## src/sv/bss_pkg.sv

```systemverilog
// Shared types and constants of the balance safety supervisor.
package bss_pkg;

  // Operation codes of an input item
  localparam logic OP_FRAME = 1'b0;
  localparam logic OP_START = 1'b1;

  // Safety modes
  localparam logic [1:0] MODE_DISARMED    = 2'd0;
  localparam logic [1:0] MODE_CALIBRATING = 2'd1;
  localparam logic [1:0] MODE_BALANCING   = 2'd2;
  localparam logic [1:0] MODE_FAULT       = 2'd3;

  // Configuration register indexes
  localparam int unsigned CFG_INDEX_BITS = 3;
  localparam logic [CFG_INDEX_BITS-1:0] REG_FALL_ANGLE        = 3'd0;
  localparam logic [CFG_INDEX_BITS-1:0] REG_STILL_DELTA       = 3'd1;
  localparam logic [CFG_INDEX_BITS-1:0] REG_CALIBRATION_TIME  = 3'd2;
  localparam logic [CFG_INDEX_BITS-1:0] REG_COMMAND_TIMEOUT   = 3'd3;
  localparam logic [CFG_INDEX_BITS-1:0] REG_MAX_UPRIGHT_ANGLE = 3'd4;

  localparam int unsigned CFG_DATA_BITS = 32;

  // Register reset values
  localparam logic [14:0] FALL_ANGLE_RESET        = 15'd3840;
  localparam logic [14:0] STILL_DELTA_RESET       = 15'd512;
  localparam logic [31:0] CALIBRATION_TIME_RESET  = 32'd1000;
  localparam logic [31:0] COMMAND_TIMEOUT_RESET   = 32'd250;
  localparam logic [14:0] MAX_UPRIGHT_ANGLE_RESET = 15'd1280;

  // Input item
  typedef struct packed {
    logic               op;
    logic [31:0]        now_ms;
    logic signed [15:0] angle;
    logic               gyro_fresh;
    logic               arm;
    logic               stop;
    logic [31:0]        command_time_ms;
    logic signed [15:0] start_angle;
  } req_t;

  // Result item
  typedef struct packed {
    logic [1:0]         mode;
    logic               motors_on;
    logic signed [15:0] upright_angle;
    logic [15:0]        calibration_range;
    logic               start_accepted;
  } rsp_t;

endpackage

```

## src/sv/balance_safety_supervisor.sv

```systemverilog
// Top level of the balance safety supervisor: mode sequencer and serial divider.
//
// Usage: one input item on req (valid/ready) gives exactly one result on rsp
// (valid/ready). An item is either a sensor frame with command flags or a direct
// start request. Configuration is written on cfg_we/cfg_index/cfg_data; the
// user must write it only while the block is idle, which the block itself
// does not enforce. Unknown indexes are ignored.
// Sequence: the item steps through a command-age check and a calibration-time
// check on one shared time subtract/compare unit, then an evaluation step. When
// a calibration finishes, the average is formed by a restoring divider that
// retires one quotient bit a cycle over the 16 + COUNT_BITS bits of the sum,
// then a check step. req_ready is high only while the sequencer idles, so a
// new item is not taken until the previous one has left the sequencer.
// The result sits in an output register; the next item is accepted while it
// waits. If rsp_ready stays low, the following item completes its work and
// holds in its last step until the register drains.
// Reset: synchronous, clears the mode to disarmed and all calibration state to
// zero, and loads the register defaults. No item is in flight after reset.
module balance_safety_supervisor
  import bss_pkg::*;
#(
  parameter int unsigned COUNT_BITS = 16,
  parameter int unsigned TIME_BITS  = 32
) (
  input  logic                      clk,
  input  logic                      rst,
  input  logic                      req_valid,
  output logic                      req_ready,
  input  req_t                      req,
  output logic                      rsp_valid,
  input  logic                      rsp_ready,
  output rsp_t                      rsp,
  input  logic                      cfg_we,
  input  logic [CFG_INDEX_BITS-1:0] cfg_index,
  input  logic [CFG_DATA_BITS-1:0]  cfg_data
);

  localparam int unsigned SUM_BITS      = 16 + COUNT_BITS;
  localparam int unsigned CMP_BITS      = (TIME_BITS > 32) ? TIME_BITS : 32;
  localparam int unsigned DIV_CNT_BITS  = $clog2(SUM_BITS + 1);

  typedef enum logic [2:0] {
    S_IDLE,
    S_CMD,
    S_CAL,
    S_EVAL,
    S_DIV,
    S_FIN,
    S_DONE
  } state_t;

  state_t state;

  // Configuration registers
  logic [14:0] fall_angle;
  logic [14:0] still_delta;
  logic [31:0] calibration_time;
  logic [31:0] command_timeout;
  logic [14:0] max_upright_angle;

  // Supervisor state
  logic [1:0]                 mode;
  logic [TIME_BITS-1:0]       cal_start;
  logic [TIME_BITS-1:0]       arm_time;
  logic signed [15:0]         init_angle;
  logic signed [15:0]         min_angle;
  logic signed [15:0]         max_angle;
  logic signed [SUM_BITS-1:0] angle_sum;
  logic [COUNT_BITS-1:0]      sample_count;
  logic signed [15:0]         upright_ref;
  logic                       accepted;

  // Captured item and check flags
  req_t item;
  logic cmd_ok;
  logic cal_done;

  // Divider
  logic [COUNT_BITS-1:0]   div_rem;
  logic [SUM_BITS-1:0]     div_quo;
  logic [DIV_CNT_BITS-1:0] div_left;
  logic                    div_neg;

  // Time fields at the configured width
  logic [TIME_BITS-1:0] now_t;
  logic [TIME_BITS-1:0] ctime_t;

  assign now_t   = TIME_BITS'(item.now_ms);
  assign ctime_t = TIME_BITS'(item.command_time_ms);

  // Shared time unit: elapsed time against a limit, operands chosen by step
  logic [TIME_BITS-1:0] tc_base;
  logic [TIME_BITS-1:0] tc_elapsed;
  logic [CMP_BITS-1:0]  tc_a;
  logic [CMP_BITS-1:0]  tc_b;
  logic                 tc_gt;

  always_comb begin
    if (state == S_CMD) begin
      tc_base = (mode == MODE_DISARMED) ? ctime_t : arm_time;
    end else begin
      tc_base = (mode == MODE_DISARMED) ? now_t : cal_start;
    end
    tc_elapsed = now_t - tc_base;
    if (state == S_CMD) begin
      tc_a = CMP_BITS'(tc_elapsed);
      tc_b = CMP_BITS'(command_timeout);
    end else begin
      tc_a = CMP_BITS'(calibration_time);
      tc_b = CMP_BITS'(tc_elapsed);
    end
    tc_gt = tc_a > tc_b;
  end

  // Angle magnitudes for the limit checks
  logic signed [16:0] drift_diff;
  logic signed [16:0] fall_diff;
  logic [16:0]        drift_mag;
  logic [16:0]        fall_mag;
  logic [16:0]        start_mag;
  logic               drift;

  always_comb begin
    drift_diff = {item.angle[15], item.angle} - {init_angle[15], init_angle};
    fall_diff  = {item.angle[15], item.angle} - {upright_ref[15], upright_ref};
    drift_mag  = drift_diff[16] ? 17'(-drift_diff) : 17'(drift_diff);
    fall_mag   = fall_diff[16] ? 17'(-fall_diff) : 17'(fall_diff);
    start_mag  = item.start_angle[15] ? 17'(-{1'b1, item.start_angle})
                                      : {1'b0, item.start_angle};
    drift      = drift_mag > {2'b00, still_delta};
  end

  // Mode decisions of one item
  logic [1:0]                 mode_next;
  logic [TIME_BITS-1:0]       cal_start_next;
  logic [TIME_BITS-1:0]       arm_time_next;
  logic signed [15:0]         init_angle_next;
  logic signed [15:0]         min_angle_next;
  logic signed [15:0]         max_angle_next;
  logic signed [SUM_BITS-1:0] angle_sum_next;
  logic [COUNT_BITS-1:0]      sample_count_next;
  logic signed [15:0]         upright_ref_next;
  logic                       accepted_next;
  logic                       divide_next;
  logic signed [SUM_BITS-1:0] angle_ext;
  logic [SUM_BITS-1:0]        sum_mag;

  always_comb begin
    mode_next         = mode;
    cal_start_next    = cal_start;
    arm_time_next     = arm_time;
    init_angle_next   = init_angle;
    min_angle_next    = min_angle;
    max_angle_next    = max_angle;
    angle_sum_next    = angle_sum;
    sample_count_next = sample_count;
    upright_ref_next  = upright_ref;
    accepted_next     = 1'b0;
    divide_next       = 1'b0;
    angle_ext         = SUM_BITS'(item.angle);

    if (item.op == OP_START) begin
      // Direct start: only from disarmed within the upright limit
      if (mode == MODE_DISARMED && start_mag <= {2'b00, max_upright_angle}) begin
        init_angle_next   = item.start_angle;
        min_angle_next    = item.start_angle;
        max_angle_next    = item.start_angle;
        angle_sum_next    = SUM_BITS'(item.start_angle);
        sample_count_next = COUNT_BITS'(1);
        upright_ref_next  = item.start_angle;
        mode_next         = MODE_BALANCING;
        accepted_next     = 1'b1;
      end
    end else if (item.stop) begin
      mode_next = MODE_DISARMED;
    end else begin
      case (mode)
        MODE_DISARMED: begin
          // Arm: first sample is the initial angle itself
          if (item.arm && item.gyro_fresh && cmd_ok) begin
            mode_next         = MODE_CALIBRATING;
            cal_start_next    = now_t;
            arm_time_next     = ctime_t;
            init_angle_next   = item.angle;
            min_angle_next    = item.angle;
            max_angle_next    = item.angle;
            angle_sum_next    = angle_ext;
            sample_count_next = COUNT_BITS'(1);
            divide_next       = cal_done;
          end
        end
        MODE_CALIBRATING: begin
          if (item.gyro_fresh) begin
            if (item.angle < min_angle) begin
              min_angle_next = item.angle;
            end
            if (item.angle > max_angle) begin
              max_angle_next = item.angle;
            end
            // Accumulate still samples until the count saturates
            if (!drift && !(&sample_count)) begin
              angle_sum_next    = angle_sum + angle_ext;
              sample_count_next = sample_count + COUNT_BITS'(1);
            end
          end
          if (cal_done) begin
            if (!item.gyro_fresh) begin
              mode_next = MODE_FAULT;
            end else if (!drift) begin
              if (sample_count_next == '0 || !cmd_ok) begin
                mode_next = MODE_FAULT;
              end else begin
                divide_next = 1'b1;
              end
            end
          end else if (item.gyro_fresh && drift) begin
            mode_next = MODE_FAULT;
          end
        end
        MODE_BALANCING: begin
          if (!item.gyro_fresh || fall_mag >= {2'b00, fall_angle}) begin
            mode_next = MODE_FAULT;
          end
        end
        default: begin
        end
      endcase
    end

    sum_mag = angle_sum_next[SUM_BITS-1] ? SUM_BITS'(-angle_sum_next)
                                         : SUM_BITS'(angle_sum_next);
  end

  // Divider step: one quotient bit a cycle
  logic [COUNT_BITS:0] div_shift;
  logic                div_ge;

  always_comb begin
    div_shift = {div_rem, div_quo[SUM_BITS-1]};
    div_ge    = div_shift >= {1'b0, sample_count};
  end

  assign req_ready = (state == S_IDLE);

  // Sequencer, supervisor state and output register
  always_ff @(posedge clk) begin
    if (rst) begin
      state             <= S_IDLE;
      rsp_valid         <= 1'b0;
      fall_angle        <= FALL_ANGLE_RESET;
      still_delta       <= STILL_DELTA_RESET;
      calibration_time  <= CALIBRATION_TIME_RESET;
      command_timeout   <= COMMAND_TIMEOUT_RESET;
      max_upright_angle <= MAX_UPRIGHT_ANGLE_RESET;
      mode              <= MODE_DISARMED;
      cal_start         <= '0;
      arm_time          <= '0;
      init_angle        <= '0;
      min_angle         <= '0;
      max_angle         <= '0;
      angle_sum         <= '0;
      sample_count      <= '0;
      upright_ref       <= '0;
      accepted          <= 1'b0;
    end else begin
      // Configuration writes
      if (cfg_we) begin
        unique case (cfg_index)
          REG_FALL_ANGLE:        fall_angle        <= cfg_data[14:0];
          REG_STILL_DELTA:       still_delta       <= cfg_data[14:0];
          REG_CALIBRATION_TIME:  calibration_time  <= cfg_data[31:0];
          REG_COMMAND_TIMEOUT:   command_timeout   <= cfg_data[31:0];
          REG_MAX_UPRIGHT_ANGLE: max_upright_angle <= cfg_data[14:0];
          default: begin
          end
        endcase
      end

      // Drop the result once taken, unless the next one replaces it now
      if (rsp_valid && rsp_ready && state != S_DONE) begin
        rsp_valid <= 1'b0;
      end

      unique case (state)
        S_IDLE: begin
          if (req_valid) begin
            item  <= req;
            state <= S_CMD;
          end
        end
        S_CMD: begin
          cmd_ok <= !tc_gt;
          state  <= S_CAL;
        end
        S_CAL: begin
          cal_done <= !tc_gt;
          state    <= S_EVAL;
        end
        S_EVAL: begin
          mode         <= mode_next;
          cal_start    <= cal_start_next;
          arm_time     <= arm_time_next;
          init_angle   <= init_angle_next;
          min_angle    <= min_angle_next;
          max_angle    <= max_angle_next;
          angle_sum    <= angle_sum_next;
          sample_count <= sample_count_next;
          upright_ref  <= upright_ref_next;
          accepted     <= accepted_next;
          div_rem      <= '0;
          div_quo      <= sum_mag;
          div_neg      <= angle_sum_next[SUM_BITS-1];
          div_left     <= DIV_CNT_BITS'(SUM_BITS);
          state        <= divide_next ? S_DIV : S_DONE;
        end
        S_DIV: begin
          div_rem  <= div_ge ? COUNT_BITS'(div_shift - {1'b0, sample_count})
                             : div_shift[COUNT_BITS-1:0];
          div_quo  <= {div_quo[SUM_BITS-2:0], div_ge};
          div_left <= div_left - DIV_CNT_BITS'(1);
          if (div_left == DIV_CNT_BITS'(1)) begin
            state <= S_FIN;
          end
        end
        S_FIN: begin
          // Check the average magnitude against the upright limit
          if (div_quo > SUM_BITS'(max_upright_angle)) begin
            mode <= MODE_FAULT;
          end else begin
            upright_ref <= div_neg ? -div_quo[15:0] : div_quo[15:0];
            mode        <= MODE_BALANCING;
          end
          state <= S_DONE;
        end
        S_DONE: begin
          // Hold until the output register is free
          if (!rsp_valid || rsp_ready) begin
            rsp_valid             <= 1'b1;
            rsp.mode              <= mode;
            rsp.motors_on         <= (mode == MODE_BALANCING);
            rsp.upright_angle     <= upright_ref;
            rsp.calibration_range <= max_angle - min_angle;
            rsp.start_accepted    <= accepted;
            state                 <= S_IDLE;
          end
        end
        default: begin
          state <= S_IDLE;
        end
      endcase
    end
  end

  // A fault holds unless a stop frame arrives
  a_fault_sticky: assert property (@(posedge clk) disable iff (rst)
    (state == S_EVAL && mode == MODE_FAULT && !(item.op == OP_FRAME && item.stop))
    |=> mode == MODE_FAULT)
    else $error("fault mode left without a stop");

  // The divider never runs with an empty sample count
  a_div_nonzero: assert property (@(posedge clk) disable iff (rst)
    (state == S_DIV) |-> sample_count != '0)
    else $error("division started with zero samples");

  // An accepted start request always reports balancing
  a_start_balancing: assert property (@(posedge clk) disable iff (rst)
    (rsp_valid && rsp.start_accepted) |-> rsp.mode == MODE_BALANCING)
    else $error("accepted start without balancing mode");

  // An accepted item enters the sequencer on the next cycle
  a_accept_starts: assert property (@(posedge clk) disable iff (rst)
    (req_valid && req_ready) |=> state == S_CMD)
    else $error("accepted item did not start the sequence");

endmodule
```

## config.mk

```make
export PLATFORM = sky130hd
export DESIGN_NAME = balance_safety_supervisor
export DESIGN_NICKNAME = d
export VERILOG_FILES = /design/src/sv/bss_pkg.sv /design/src/sv/balance_safety_supervisor.sv
export SDC_FILE = /design/constraint.sdc
export NUM_CORES = 2
export LEC_CHECK = 0
export BUFFER_PORTS_ARGS = -buffer_cell sky130_fd_sc_hd__buf_2
export CAP_MARGIN = 20
export CORE_ASPECT_RATIO = 0.9
export CORE_MARGIN = 2
export CORE_UTILIZATION = 32
export CTS_CLUSTER_SIZE = 16
export DETAILED_ROUTE_END_ITERATION = 8
export PLACE_DENSITY_LB_ADDON = 0.15
export SYNTH_ARGS = -nofsm -noshare
export SYNTH_HDL_FRONTEND = slang
export SYNTH_SLANG_ARGS = --single-unit
```

## constraint.sdc

```tcl
create_clock -name clk -period 10.95 [get_ports clk]
set_input_delay 2.19 -clock clk [delete_from_list [all_inputs] [get_ports clk]]
set_output_delay 2.19 -clock clk [all_outputs]
set_load 0.02 [all_outputs]
```

==> metrics.txt <==
global placement routability congestion=0.887; Clk pin slew, worst setup/hold paths=0.06 ns; R2R Setup Slk=3.01 ns; crit path to=div_quo[23]; Num Clock Sinks=485; core area=96800 µm²; # IOs=178; die width=334 µm; Total GRT Usage=20.2%; Post-CTS Resized=0; CP max stage delay=0.68 ns; FMAX=126 MHz; Top FF cell, synth=dfxtp_1; TritonRoute pass-1 iters=5; Tmin final=7.94 ns; Reg-to-Reg Start=angle_ext[1]; Synthesis Warnings=0; switching power=1.64 mW; pwr dens=147 nW/µm²; area of the mapped netlist=31300 µm²; initial antenna violation count=6; Hold Violations, Final=0; #FFs+latches synth=485; nets=4184; fin area=35700 µm²; Worst Setup SP=angle_ext[1]; dpl cell area=33600 µm²; Max-Cap Viols=0; area growth from synthesis to layout=13.9%; share of layout cells above drive strength 1=10.9%; Finish-stage setup viols=0; Syn Nets=4069; ys async rst share=0%; Slew HR=29.3%; most common cell after layout, fill and taps aside=nand2_1; cell count after synthesis=3664; CTS Buf Count=61; WP data arrival=8.34 ns; First DRT Iteration DRCs=2034; HP Class=flip-flop to flip-flop; RSZ-0062 raised after global routing=false; Overall Power=5.25 mW; Pleak=13.3 nW; vias per inst=5.26; Slowest-stage cell, CP=nand3_1; Peak supply drop=135 µV; Antenna Nets Post-Route=0; Critical Path Fanout Max=15; post-synth top area share=18.7%; top cells by area, synth=dfxtp_1, edfxtp_1, ha_1; initial core utilization=32.4%; hold_buf cts=0; Port Buffers=177; CP Launch Type=flip-flop; Final Cycle Share=72.5%; Synth area leader=dfxtp_1; DRC=0; clock skew=0.0479 ns; Worst Max-Slew Pin Slew=1.06 ns; setup_tns=0 ns; # Post-CTS Setup Buffers=0; Switching Fraction=31.3%; Clk pwr share=40.3%; worst r2r dst=div_quo[23]; most frequent cells in the layout=nand2_1, a21oi_1, nor2_1, dfxtp_1, ha_1; WP data required=11.35 ns; die area=100000 µm²; mean post-synth cell area=8.55 µm²; total gr overflow=0; Vias=26800; Reg2Reg Depth=26; clock root buffer=clkbuf_16; EDFF count, synth=193; status=finished clean; htree depth=2; vias in the first global route=25500; largest net degree at the start of global routing=92; CTS tree=yes; share of the yosys chip area belonging to registers=37.2%; clock latency on the worst-skew pair=0.68 ns; Crit Path Category=flip-flop to flip-flop; Die H=301 µm; global-route wire length before repair=158 mm; Fillers=10100; Netlist cell types=99; P_int=3.61 mW; clock tree buffer depth=3; Site Rows=108; WL final=104 mm; post-DR wirelength/cell=20.3 µm; Flop pwr share=38.0%; max-slew violations=0; crit end category=flip-flop; Post-DP HPWL=75.6 mm; combinational share of power=21.8%
## layout make-up
type / count / area [µm²] / area share (%)
diodes: 3 / 7.51 / 0.0210
clock buffers: 80 / 1690 / 4.73
clock inverters: 36 / 423 / 1.19
inverters: 225 / 845 / 2.37
multi-input cells: 2785 / 18300 / 51.2
flip-flops and latches: 485 / 11600 / 32.6
well taps: 1265 / 1580 / 4.44
repair buffers: 221 / 1230 / 3.45
## registers in the layout, summed over array words and instances (netlist names), 20 cells and up
register	flops
now_t	32
angle_sum	32
cal_start	32
calibration_time	32
arm_time	32
ctime_t	32
command_timeout	32
item	20
rsp	36
div_quo	32
## metrics by stage
stage          utilization, %  hold WS [ns]  setup WS (ns)  std cells
6_report                 36.9         0.444           3.01       5100
5_1_grt                  36.9         0.455           2.51       5100
4_1_cts                  36.9         0.442           3.15       5097
3_5_place_dp             34.7         0.428           3.16       4981
3_3_place_gp             34.7         0.417           3.29       4980
2_1_floorplan               -         0.408           4.61       3664
## critical path: cells and delay by family (launching register included)
| kind | cells | cell delay, ns |
|---|---|---|
| adder cells (fa/ha/maj) | 2 | 0.74 |
| flip-flops | 1 | 0.63 |
| AO/OA/AOI/OAI | 13 | 3.23 |
| XOR/XNOR | 2 | 0.35 |
| multiplexers | 1 | 0.28 |
| buffers and inverters | 2 | 0.43 |
| AND/OR/NAND/NOR | 6 | 2.03 |
## synth_stat cells, types with 7 or more instances
cell type,number
a211o_1,13
a211oi_1,92
a21boi_0,19
a21o_1,63
a21oi_1,355
a221oi_1,8
a311oi_1,12
a31oi_1,30
and2_1,10
and3_1,17
buf_1,13
buf_2,8
clkbuf_1,142
dfxtp_1,292
edfxtp_1,193
ha_1,259
inv_1,223
mux2i_1,47
mux4_2,31
nand2_1,578
nand2b_1,35
nand3_1,55
nand3b_1,23
nand4_1,43
nor2_1,321
nor2b_1,34
nor3_1,59
nor3b_1,7
nor4_1,22
o2111ai_1,7
o211ai_1,19
o21a_1,37
o21ai_0,187
o21ai_1,12
o21bai_1,8
o221ai_1,14
o22ai_1,8
o31ai_1,23
o41ai_1,8
or2_2,8
or3_1,14
xnor2_1,127
xor2_1,63
## kinds of logic (layout without fill, tap and decap cells)
logic type	Yosys count	in the layout	share of synthesized area [%]
XOR/XNOR	191	191	5.36
other	0	3	0
multiplexers	83	83	3.91
flip-flops	485	485	37.2
AO/OA/AOI/OAI	986	986	20.0
AND/OR/NAND/NOR	1260	1260	18.0
buffers and inverters	394	562	4.85
adder cells (fa/ha/maj)	265	265	10.7
## worst min path at each step
| stage | from | to | depth (start not counted) |
|---|---|---|---|
| finish | upright_ref[14] | rsp[31] | 0 |
| global route | upright_ref[14] | rsp[31] | 0 |
| CTS | upright_ref[14] | rsp[31] | 0 |
| global placement | upright_ref[14] | rsp[31] | 0 |
| floorplan | upright_ref[14] | rsp[31] | 0 |
| detailed placement | upright_ref[14] | rsp[31] | 0 |
## routing by layer
metal | track usage (%) | vias to the layer above | wire, µm | part of all wire (%)
li1 | - | 13400 | - | -
met1 | 29.4 | 12700 | 50500 | 49
met2 | 31.3 | 670 | 45000 | 43
met3 | 2.67 | 152 | 5340 | 5.2
met4 | 5.62 | 2 | 2760 | 2.7
met5 | 0 | - | 13 | 0.013
## power by group through the flow
stage / logic [mW] / clock network, mW / registers (mW)
floorplan: 0.805 / 0 / 2.01
detailed placement: 1.13 / 0 / 2.03
finish: 1.14 / 2.11 / 1.99
CTS: 1.14 / 2.18 / 1.99
global route: 1.27 / 2.25 / 2.00
global placement: 1.13 / 0 / 2.03
Note: power is estimated with default switching activity, not from simulation.
